$ cat src/rtl/core/wmjc_pkg.sv
// types, constants and codes of the manual jog controller
`timescale 1ns / 1ps

package wmjc_pkg;

    // storage width defaults
    localparam int TURN_BITS_DEFAULT     = 24;
    localparam int POSITION_BITS_DEFAULT = 32;
    localparam int BUTTON_COUNT          = 5;

    // configuration port geometry and reset values
    localparam int CFG_INDEX_W             = 2;
    localparam int CFG_DATA_W              = 20;
    localparam logic [7:0]  DEBOUNCE_RESET = 8'd20;
    localparam logic [19:0] STEPS_RESET    = 20'd3200;
    localparam logic [15:0] RATIO_RESET    = 16'd0;

    // button lanes
    localparam int BTN_CW    = 0;
    localparam int BTN_CCW   = 1;
    localparam int BTN_LEFT  = 2;
    localparam int BTN_RIGHT = 3;
    localparam int BTN_WIND  = 4;

    typedef enum logic [CFG_INDEX_W-1:0] {
        CFG_DEBOUNCE = 2'd0,
        CFG_STEPS    = 2'd1,
        CFG_RATIO    = 2'd2
    } cfg_index_t;

    typedef struct packed {
        logic [7:0]  debounce_ms;
        logic [19:0] steps_per_rev;
        logic [15:0] carriage_ratio;
    } cfg_t;

    typedef struct packed {
        logic [31:0] now_ms;
        logic        cw_raw;
        logic        ccw_raw;
        logic        left_raw;
        logic        right_raw;
        logic        wind_raw;
        logic        hold_switch;
        logic        auto_running;
        logic        dir_forward;
    } tick_t;

    typedef struct packed {
        logic               spindle_pulse;
        logic               spindle_dir;
        logic               spindle_en;
        logic               carriage_pulse;
        logic               carriage_dir;
        logic               carriage_en;
        logic               carriage_manual_active;
        logic               carriage_move_dir;
        logic [23:0]        turn_count;
        logic signed [31:0] carriage_position;
        logic               any_pressed;
    } result_t;

    // control handed from the pipeline to the motion logic
    typedef struct packed {
        logic enable;
        logic auto_running;
        logic hold_switch;
        logic dir_forward;
    } motion_ctrl_t;

    // driver lines kept between ticks
    typedef struct packed {
        logic mdir;
        logic mact;
        logic cen;
        logic cdir;
        logic sen;
        logic sdir;
    } drive_lines_t;

endpackage

$ cat src/rtl/core/wmjc_stream_if.sv
// valid/ready channel carrying one payload per transaction
`timescale 1ns / 1ps

interface wmjc_stream_if #(
    parameter type data_t = logic
);
    logic  valid;
    logic  ready;
    data_t data;

    modport source (output valid, output data, input ready);
    modport sink (input valid, input data, output ready);
endinterface

$ cat src/rtl/core/wmjc_debounce.sv
// five-lane button debouncer with per-lane change timestamps
`timescale 1ns / 1ps

module wmjc_debounce (
    input  logic                              clk,
    input  logic                              rst_n,
    input  logic                              en,
    input  logic [31:0]                       now_ms,
    input  logic [wmjc_pkg::BUTTON_COUNT-1:0] raw,
    input  logic [7:0]                        debounce_ms,
    output logic [wmjc_pkg::BUTTON_COUNT-1:0] stable_next
);

    logic [wmjc_pkg::BUTTON_COUNT-1:0] stable_reg;
    logic [wmjc_pkg::BUTTON_COUNT-1:0] last_reg;
    logic [wmjc_pkg::BUTTON_COUNT-1:0] last_next;
    logic [31:0] change_time_reg  [wmjc_pkg::BUTTON_COUNT];
    logic [31:0] change_time_next [wmjc_pkg::BUTTON_COUNT];
    logic [31:0] elapsed          [wmjc_pkg::BUTTON_COUNT];

    // per lane: restart the timer on an edge, accept the level once it settled
    always_comb
    begin
        for (int i = 0; i < wmjc_pkg::BUTTON_COUNT; i++)
        begin
            last_next[i]        = raw[i];
            change_time_next[i] = (raw[i] != last_reg[i]) ? now_ms : change_time_reg[i];
            elapsed[i]          = now_ms - change_time_next[i];
            stable_next[i]      = (elapsed[i] >= {24'd0, debounce_ms}) ? raw[i] : stable_reg[i];
        end
    end

    // lane state
    always_ff @(posedge clk or negedge rst_n)
    begin
        if (!rst_n)
        begin
            stable_reg <= '0;
            last_reg   <= '0;
            for (int i = 0; i < wmjc_pkg::BUTTON_COUNT; i++)
            begin
                change_time_reg[i] <= '0;
            end
        end
        else if (en)
        begin
            stable_reg <= stable_next;
            last_reg   <= last_next;
            for (int i = 0; i < wmjc_pkg::BUTTON_COUNT; i++)
            begin
                change_time_reg[i] <= change_time_next[i];
            end
        end
    end

endmodule

$ cat src/rtl/core/wmjc_motion.sv
// service winding, spindle and carriage jog logic with its counters
`timescale 1ns / 1ps

module wmjc_motion #(
    parameter int TURN_BITS     = wmjc_pkg::TURN_BITS_DEFAULT,
    parameter int POSITION_BITS = wmjc_pkg::POSITION_BITS_DEFAULT
) (
    input  logic                              clk,
    input  logic                              rst_n,
    input  wmjc_pkg::motion_ctrl_t            ctrl,
    input  wmjc_pkg::cfg_t                    cfg,
    input  logic [wmjc_pkg::BUTTON_COUNT-1:0] stable,
    output wmjc_pkg::result_t                 res
);

    logic                     spindle_jog_reg, spindle_jog_next;
    logic                     carriage_jog_reg, carriage_jog_next;
    logic                     wind_reg, wind_next;
    logic [19:0]              step_cnt_reg, step_cnt_next;
    logic [15:0]              acc_reg, acc_next;
    logic [TURN_BITS-1:0]     turn_reg, turn_next;
    logic [POSITION_BITS-1:0] pos_reg, pos_next;
    wmjc_pkg::drive_lines_t   lines_reg, lines_next;

    logic        s_step;
    logic        c_step;
    logic        cw, ccw, left, right;
    logic [16:0] acc_sum;
    logic [19:0] cnt_base;
    logic [19:0] cnt_inc;

    assign cw    = stable[wmjc_pkg::BTN_CW];
    assign ccw   = stable[wmjc_pkg::BTN_CCW];
    assign left  = stable[wmjc_pkg::BTN_LEFT];
    assign right = stable[wmjc_pkg::BTN_RIGHT];

    assign acc_sum = {1'b0, acc_reg} + {1'b0, cfg.carriage_ratio};

    // one tick of the jog controller
    always_comb
    begin
        spindle_jog_next  = spindle_jog_reg;
        carriage_jog_next = carriage_jog_reg;
        wind_next         = wind_reg;
        step_cnt_next     = step_cnt_reg;
        acc_next          = acc_reg;
        turn_next         = turn_reg;
        pos_next          = pos_reg;
        lines_next        = lines_reg;
        s_step            = 1'b0;
        c_step            = 1'b0;
        cnt_base          = spindle_jog_reg ? step_cnt_reg : 20'd0;
        cnt_inc           = cnt_base + 20'd1;

        if (ctrl.auto_running)
        begin
            lines_next.mact = 1'b0;
        end
        else if (stable[wmjc_pkg::BTN_WIND])
        begin
            // service winding: spindle always steps, carriage follows the ratio
            if (!wind_reg)
            begin
                lines_next.sdir = 1'b1;
                lines_next.sen  = 1'b1;
                lines_next.cdir = ctrl.dir_forward;
                lines_next.cen  = 1'b1;
                lines_next.mact = 1'b1;
                lines_next.mdir = ctrl.dir_forward;
                wind_next       = 1'b1;
            end
            s_step   = 1'b1;
            acc_next = acc_sum[15:0];
            if (acc_sum[16])
            begin
                c_step          = 1'b1;
                lines_next.mdir = ctrl.dir_forward;
                pos_next        = ctrl.dir_forward ? pos_reg + POSITION_BITS'(1)
                                                   : pos_reg - POSITION_BITS'(1);
            end
        end
        else
        begin
            // service release
            if (wind_reg)
            begin
                lines_next.cen  = 1'b0;
                lines_next.mact = 1'b0;
                wind_next       = 1'b0;
            end

            // spindle jog with turn counting
            if (cw != ccw)
            begin
                if (!spindle_jog_reg)
                begin
                    lines_next.sdir  = cw;
                    lines_next.sen   = 1'b1;
                    spindle_jog_next = 1'b1;
                end
                s_step = 1'b1;
                if (cnt_inc >= cfg.steps_per_rev)
                begin
                    step_cnt_next = '0;
                    if (cw)
                    begin
                        if (turn_reg != {TURN_BITS{1'b1}})
                        begin
                            turn_next = turn_reg + TURN_BITS'(1);
                        end
                    end
                    else if (turn_reg != '0)
                    begin
                        turn_next = turn_reg - TURN_BITS'(1);
                    end
                end
                else
                begin
                    step_cnt_next = cnt_inc;
                end
            end
            else
            begin
                spindle_jog_next = 1'b0;
                step_cnt_next    = '0;
                lines_next.sen   = ctrl.hold_switch;
            end

            // carriage jog, one microstep per tick
            if (left != right)
            begin
                if (!carriage_jog_reg)
                begin
                    lines_next.cdir   = right;
                    lines_next.cen    = 1'b1;
                    carriage_jog_next = 1'b1;
                end
                c_step          = 1'b1;
                pos_next        = right ? pos_reg + POSITION_BITS'(1)
                                        : pos_reg - POSITION_BITS'(1);
                lines_next.mdir = right;
                lines_next.mact = 1'b1;
            end
            else
            begin
                if (carriage_jog_reg)
                begin
                    lines_next.cen    = 1'b0;
                    carriage_jog_next = 1'b0;
                end
                lines_next.mact = 1'b0;
            end
        end
    end

    // result of this tick
    always_comb
    begin
        res.spindle_pulse          = s_step;
        res.spindle_dir            = lines_next.sdir;
        res.spindle_en             = lines_next.sen;
        res.carriage_pulse         = c_step;
        res.carriage_dir           = lines_next.cdir;
        res.carriage_en            = lines_next.cen;
        res.carriage_manual_active = lines_next.mact;
        res.carriage_move_dir      = lines_next.mdir;
        res.turn_count             = 24'(turn_next);
        res.carriage_position      = $signed(32'(pos_next));
        res.any_pressed            = !ctrl.auto_running && (stable != '0);
    end

    // controller state
    always_ff @(posedge clk or negedge rst_n)
    begin
        if (!rst_n)
        begin
            spindle_jog_reg  <= 1'b0;
            carriage_jog_reg <= 1'b0;
            wind_reg         <= 1'b0;
            step_cnt_reg     <= '0;
            acc_reg          <= '0;
            turn_reg         <= '0;
            pos_reg          <= '0;
            lines_reg        <= '0;
        end
        else if (ctrl.enable)
        begin
            spindle_jog_reg  <= spindle_jog_next;
            carriage_jog_reg <= carriage_jog_next;
            wind_reg         <= wind_next;
            step_cnt_reg     <= step_cnt_next;
            acc_reg          <= acc_next;
            turn_reg         <= turn_next;
            pos_reg          <= pos_next;
            lines_reg        <= lines_next;
        end
    end

endmodule

$ cat src/rtl/core/winder_manual_jog_controller_top.sv
// top level of the manual jog controller: tick register, config, result register
`timescale 1ns / 1ps

// Manual jog controller for a coil winder. Every tick transaction is taken into an
// input register; when it advances, the debouncers and the jog, turn and position
// logic update their state in one pass and the result lands in an output register,
// so a result is offered once its tick has passed the input register and the output
// register and, while the result side takes results, a new tick is taken every cycle
// (one tick per clock). A stalled result holds the tick register, so the input stalls
// once that register is full. The one-pass state update of debounce timers, turn
// counter, ratio accumulator and position sets that figure. Configuration writes take
// effect at the next edge and are meant for times when no tick is in flight.
module winder_manual_jog_controller_top #(
    parameter int TURN_BITS     = wmjc_pkg::TURN_BITS_DEFAULT,
    parameter int POSITION_BITS = wmjc_pkg::POSITION_BITS_DEFAULT
) (
    input  logic                             clk,
    input  logic                             rst_n,
    wmjc_stream_if.sink                      tick,
    wmjc_stream_if.source                    result,
    input  logic                             cfg_we,
    input  logic [wmjc_pkg::CFG_INDEX_W-1:0] cfg_index,
    input  logic [wmjc_pkg::CFG_DATA_W-1:0]  cfg_data
);

    logic                 tick_valid_reg, tick_valid_next;
    wmjc_pkg::tick_t      tick_data_reg;
    logic                 result_valid_reg, result_valid_next;
    wmjc_pkg::result_t    result_data_reg;
    wmjc_pkg::result_t    result_comb;
    wmjc_pkg::cfg_t       cfg_reg, cfg_next;
    wmjc_pkg::motion_ctrl_t motion_ctrl;
    logic                 advance;
    logic                 tick_ready;
    logic [wmjc_pkg::BUTTON_COUNT-1:0] raw;
    logic [wmjc_pkg::BUTTON_COUNT-1:0] stable;

    // pipeline handshake
    assign advance      = tick_valid_reg && (!result_valid_reg || result.ready);
    assign tick_ready   = !tick_valid_reg || advance;
    assign tick.ready   = tick_ready;
    assign result.valid = result_valid_reg;
    assign result.data  = result_data_reg;

    always_comb
    begin
        tick_valid_next   = tick_ready ? tick.valid : tick_valid_reg;
        result_valid_next = advance ? 1'b1 : (result.ready ? 1'b0 : result_valid_reg);
    end

    // configuration writes
    always_comb
    begin
        cfg_next = cfg_reg;
        if (cfg_we)
        begin
            case (wmjc_pkg::cfg_index_t'(cfg_index))
                wmjc_pkg::CFG_DEBOUNCE: cfg_next.debounce_ms    = cfg_data[7:0];
                wmjc_pkg::CFG_STEPS:    cfg_next.steps_per_rev  = cfg_data[19:0];
                wmjc_pkg::CFG_RATIO:    cfg_next.carriage_ratio = cfg_data[15:0];
                default:                cfg_next                = cfg_reg;
            endcase
        end
    end

    always_ff @(posedge clk or negedge rst_n)
    begin
        if (!rst_n)
        begin
            cfg_reg.debounce_ms    <= wmjc_pkg::DEBOUNCE_RESET;
            cfg_reg.steps_per_rev  <= wmjc_pkg::STEPS_RESET;
            cfg_reg.carriage_ratio <= wmjc_pkg::RATIO_RESET;
        end
        else
        begin
            cfg_reg <= cfg_next;
        end
    end

    // valid flags
    always_ff @(posedge clk or negedge rst_n)
    begin
        if (!rst_n)
        begin
            tick_valid_reg   <= 1'b0;
            result_valid_reg <= 1'b0;
        end
        else
        begin
            tick_valid_reg   <= tick_valid_next;
            result_valid_reg <= result_valid_next;
        end
    end

    // payload registers
    always_ff @(posedge clk)
    begin
        if (tick_ready && tick.valid)
        begin
            tick_data_reg <= tick.data;
        end
        if (advance)
        begin
            result_data_reg <= result_comb;
        end
    end

    // button lanes in debouncer order
    always_comb
    begin
        raw                      = '0;
        raw[wmjc_pkg::BTN_CW]    = tick_data_reg.cw_raw;
        raw[wmjc_pkg::BTN_CCW]   = tick_data_reg.ccw_raw;
        raw[wmjc_pkg::BTN_LEFT]  = tick_data_reg.left_raw;
        raw[wmjc_pkg::BTN_RIGHT] = tick_data_reg.right_raw;
        raw[wmjc_pkg::BTN_WIND]  = tick_data_reg.wind_raw;
    end

    wmjc_debounce u_debounce (
        .clk         (clk),
        .rst_n       (rst_n),
        .en          (advance && !tick_data_reg.auto_running),
        .now_ms      (tick_data_reg.now_ms),
        .raw         (raw),
        .debounce_ms (cfg_reg.debounce_ms),
        .stable_next (stable)
    );

    always_comb
    begin
        motion_ctrl.enable       = advance;
        motion_ctrl.auto_running = tick_data_reg.auto_running;
        motion_ctrl.hold_switch  = tick_data_reg.hold_switch;
        motion_ctrl.dir_forward  = tick_data_reg.dir_forward;
    end

    wmjc_motion #(
        .TURN_BITS     (TURN_BITS),
        .POSITION_BITS (POSITION_BITS)
    ) u_motion (
        .clk    (clk),
        .rst_n  (rst_n),
        .ctrl   (motion_ctrl),
        .cfg    (cfg_reg),
        .stable (stable),
        .res    (result_comb)
    );

endmodule

$ cat src/flat_wrapper.sv
// flat-port wrapper written by rule: the top's interface ports become plain ports
module winder_manual_jog_controller_top_flat import wmjc_pkg::*;
#(
    parameter int TURN_BITS     = wmjc_pkg::TURN_BITS_DEFAULT,
    parameter int POSITION_BITS = wmjc_pkg::POSITION_BITS_DEFAULT
)
  (clk, rst_n, cfg_we, cfg_index, cfg_data, tick_valid, tick_data, tick_ready, result_valid, result_data, result_ready);
  wmjc_stream_if #(.data_t(tick_t)) tick_i ();
  wmjc_stream_if #(.data_t(result_t)) result_i ();
  input  logic clk;
  input  logic rst_n;
  input  logic cfg_we;
  input  logic [wmjc_pkg::CFG_INDEX_W-1:0] cfg_index;
  input  logic [wmjc_pkg::CFG_DATA_W-1:0] cfg_data;
  input wire logic [$bits(tick_i.valid)-1:0] tick_valid;
  input wire logic [$bits(tick_i.data)-1:0] tick_data;
  output wire logic [$bits(tick_i.ready)-1:0] tick_ready;
  output wire logic [$bits(result_i.valid)-1:0] result_valid;
  output wire logic [$bits(result_i.data)-1:0] result_data;
  input wire logic [$bits(result_i.ready)-1:0] result_ready;
  assign tick_i.valid = tick_valid;
  assign tick_i.data = tick_data;
  assign tick_ready = tick_i.ready;
  assign result_valid = result_i.valid;
  assign result_data = result_i.data;
  assign result_i.ready = result_ready;
  winder_manual_jog_controller_top #(.TURN_BITS(TURN_BITS), .POSITION_BITS(POSITION_BITS)) u_core (.clk(clk), .rst_n(rst_n), .tick(tick_i), .result(result_i), .cfg_we(cfg_we), .cfg_index(cfg_index), .cfg_data(cfg_data));
endmodule
$ cat config.mk
export PLATFORM = sky130hd
export DESIGN_NAME = winder_manual_jog_controller_top_flat
export DESIGN_NICKNAME = d
export VERILOG_FILES = /design/src/rtl/core/wmjc_pkg.sv /design/src/rtl/core/wmjc_stream_if.sv /design/src/rtl/core/wmjc_debounce.sv /design/src/rtl/core/wmjc_motion.sv /design/src/rtl/core/winder_manual_jog_controller_top.sv /design/src/flat_wrapper.sv
export SDC_FILE = /design/constraint.sdc
export NUM_CORES = 1
export LEC_CHECK = 0
export ABC_AREA = 1
export CAP_MARGIN = 10
export CORE_MARGIN = 2
export CORE_UTILIZATION = 25
export CTS_BUF_LIST = sky130_fd_sc_hd__clkbuf_4 sky130_fd_sc_hd__clkbuf_8
export CTS_CLUSTER_DIAMETER = 120
export DETAILED_ROUTE_END_ITERATION = 8
export DONT_BUFFER_PORTS = 1
export SLEW_MARGIN = 0
export SYNTH_ARGS = -nofsm -noshare
export SYNTH_HDL_FRONTEND = slang
export SYNTH_SLANG_ARGS = --single-unit
$ cat constraint.sdc
create_clock -name clk -period 5.85 [get_ports clk]
set_input_delay 0.2925 -clock clk [delete_from_list [all_inputs] [get_ports clk]]
set_output_delay 0.2925 -clock clk [all_outputs]
set_load 0.005 [all_outputs]
==> flow_metrics.tcl <==
set metrics [dict create \
    synth_seq_cells 421 \
    clk-insertion-delay-late_ps 790 \
    synth_mux_area_frac 0.000329 \
    cts_sinks 421 \
    end_kind "flip-flop" \
    synth_area_sq_mm 0.0342 \
    fillCellCount 15000 \
    switching_share 0.487 \
    fp.dieW_um 374 \
    synthToLayoutAreaGrowth_pct 14.7 \
    largest_reg_flops 160 \
    reg2reg_to "u_core.result.data[4]" \
    die_y_um 374 \
    mappedNetlistNets 5391 \
    outcome "complete, but fails checks" \
    rr_worst_depth 35 \
    slowest_stage "edfxtp_1" \
    yosys-top-cells-count "nand2_1, inv_1, o21ai_0, nor2_1, dfrtp_1" \
    fin_cells 7073 \
    cp.required_ps 6410 \
    ys_warn_count 0 \
    rsz0062_at_grt "false" \
    root_buffer "clkbuf_8" \
    synth_xor_area_frac 0.0396 \
    slew_violations 0 \
    syn_area_per_cell_sq_um 6.71 \
    synth_area_leaders "dfrtp_1, nand2_1, edfxtp_1" \
    grt_usage 0.173 \
    grt_max_degree 317 \
    via_per_inst 4.86 \
    p_leak_nw 18.7 \
    synthSimpleGateAreaFrac 0.306 \
    dp.cells 6838 \
    yosysTopAreaCellShare 0.227 \
    grt-ovfl-total 0 \
    netlist_instances 5105 \
    place_hpwl_um 92100 \
    crit_fanout 23 \
    synth_top_family_by_area "simple AND/OR/NAND/NOR gates" \
    io_pins 134 \
    hold_violations 316 \
    setup_viol 0 \
    timing.setup.tns_ps 0 \
    cts_tree "built" \
    fmax_mhz 186 \
    cts_max_path_buffers 3 \
    antenna_left 0 \
    synthFlopType "dfrtp_1" \
    worst_setup_path_start_kind "flip-flop" \
    portBuffers 0 \
    max-slew-margin-rel 0.255 \
    htree_num_levels 3 \
    hold_path.class "input pin to asynchronous set/reset pin" \
    path_clk_slew_ps 70 \
    holdBufCountCts 68 \
    violations "hold timing" \
    fin_util 0.290 \
    synth_top_cell_by_area "dfrtp_1" \
    fp-row-count 135 \
    clock_power_share 0.184 \
    design_power_total_w 0.0185 \
    seq_area_frac_synth 0.323 \
    antenna_found_initial 5 \
    p_int_w 0.00947 \
    peakVddDrop_mv 0.182 \
    vias 34400 \
    switchingPower_w 0.00899 \
    drt-wirelength-per-cell_um 17.4 \
    power_density_mw_per_mm2 470 \
    worst_r2r_startpoint "u_core.raw[3]" \
    start_util 0.252 \
    crit_type "flip-flop to flip-flop" \
    synth_edf_count 105 \
    r2r_slack_ps 470 \
    core_area_sq_mm 0.136 \
    grt_pass1_vias 32300 \
    routed_wl_um 123000 \
    worstPathArrival_ps 5940 \
    fin_nets 5498 \
    synthAdderAreaFrac 0.0809 \
    post-route-period-util 0.920 \
    cts_buffers 85 \
    gp_congestion 0.949 \
    drive_gt1_frac 0.0678 \
    async_flop_share 0.751 \
    pwr-share-seq 0.253 \
    worstMarginPinSlew_ps 1120 \
    grt_pass1_wl_um 190000 \
    power_frac_comb 0.563 \
    drc 0 \
    timing.hold.ws_ps -745 \
    post_synth_num_cell_types 58 \
    drtIter0Drc 2914 \
    die_area_sq_mm 0.140 \
    finalCriticalPeriod_ps 5380 \
    cp_common_cell "nand2_1" \
    finClkSkew_ps 57.4 \
    yosysMostFrequentCell "nand2_1" \
    first_pass_iters 6 \
    synth_compound_area_frac 0.164 \
    max_stage_delay_ps 440 \
    drv_cap 0 \
]
-- what timing repair did --
item / 4_1_cts / 5_1_grt
buffers inserted: 0 / 0
gates resized for setup: 0 / 2
endpoints found under the setup margin: 0 / 20
endpoints found under the hold margin: 402 / 316
-- worst max-delay path by stage --
stage,start,to,cells after the start,slack [ps]
after floorplan,u_core.raw[1],u_core.result.data[38],35,980
after global placement,u_core.raw[4],u_core.result.data[48],25,570
after detailed placement,u_core.raw[2],u_core.result.data[4],28,430
after CTS,u_core.raw[3],u_core.result.data[4],29,390
after global routing,u_core.raw[4],u_core.result.data[36],23,7
final,u_core.raw[3],u_core.result.data[4],35,470
-- layout make-up --
| class | count | area, sq um | share of cell area |
|---|---|---|---|
| Inverter | 602 | 2270 | 0.0577 |
| Sequential cell | 421 | 11100 | 0.282 |
| Tap cell | 1781 | 2230 | 0.0567 |
| Multi-Input combinational cell | 3923 | 20300 | 0.516 |
| Clock inverter | 28 | 267 | 0.00678 |
| Antenna cell | 8 | 20.0 | 0.000510 |
| Timing Repair Buffer | 179 | 1580 | 0.0401 |
| Clock buffer | 131 | 1590 | 0.0405 |
-- metal layers --
metal | up-vias | part of all wire | GRT usage
li1 | 17000 | - | -
met1 | 16100 | 0.46 | 0.238
met2 | 1060 | 0.44 | 0.274
met3 | 168 | 0.069 | 0.0309
met4 | 10 | 0.025 | 0.0501
met5 | - | 0.00054 | 0
-- power groups by stage --
stage          Combinational, W  Clock (W)  Sequential [W]
6_report                 0.0104    0.00339         0.00467
3_3_place_gp             0.0100          0         0.00467
2_1_floorplan           0.00766          0         0.00444
3_5_place_dp             0.0102          0         0.00469
5_1_grt                  0.0118    0.00363         0.00478
4_1_cts                  0.0103    0.00350         0.00466
-- cells in the final DEF, fill, tap and decap left out, types with 20 or more instances in the layout --
master and n:
clkbuf_8 97, a31oi_1 20, nand3b_1 29, nand2_1 1575, o21ai_1 76, a21oi_1 225
xor2_1 116, buf_4 106, xnor2_1 38, ha_1 215, inv_1 582, nor3_1 84
clkbuf_4 34, nand3_1 283, o211ai_1 33, nor2_1 387, edfxtp_1 105, o22ai_1 23
nand4_1 50, dlygate4sd3_1 68, nor4_1 24, dfrtp_1 311, o21ai_0 572, o21bai_1 25
-- metrics by stage --
stage | cell area [sq um] | setup slack [ps]
2_1_floorplan | 34200 | 976
4_1_cts | 39300 | 395
5_1_grt | 39300 | 7.04
3_5_place_dp | 36700 | 426
3_3_place_gp | 36700 | 570
6_report | 39300 | 465
-- critical path, delay by kind of cell (launching register included) --
family | cells | cell delay (ps)
compound gates | 1 | 260
xor+xnor | 1 | 170
fa+ha+maj | 2 | 460
buf+inv | 6 | 720
flops | 1 | 440
simple gates | 25 | 3090
-- cell families after synthesis --
logic type / count (synthesis)
adder cells (fa/ha/maj): 219
multiplexers: 1
XOR/XNOR: 155
AO/OA/AOI/OAI: 1038
flip-flops: 421
AND/OR/NAND/NOR: 2510
buffers and inverters: 761
No activity file was read; power rests on OpenSTA's default activity.
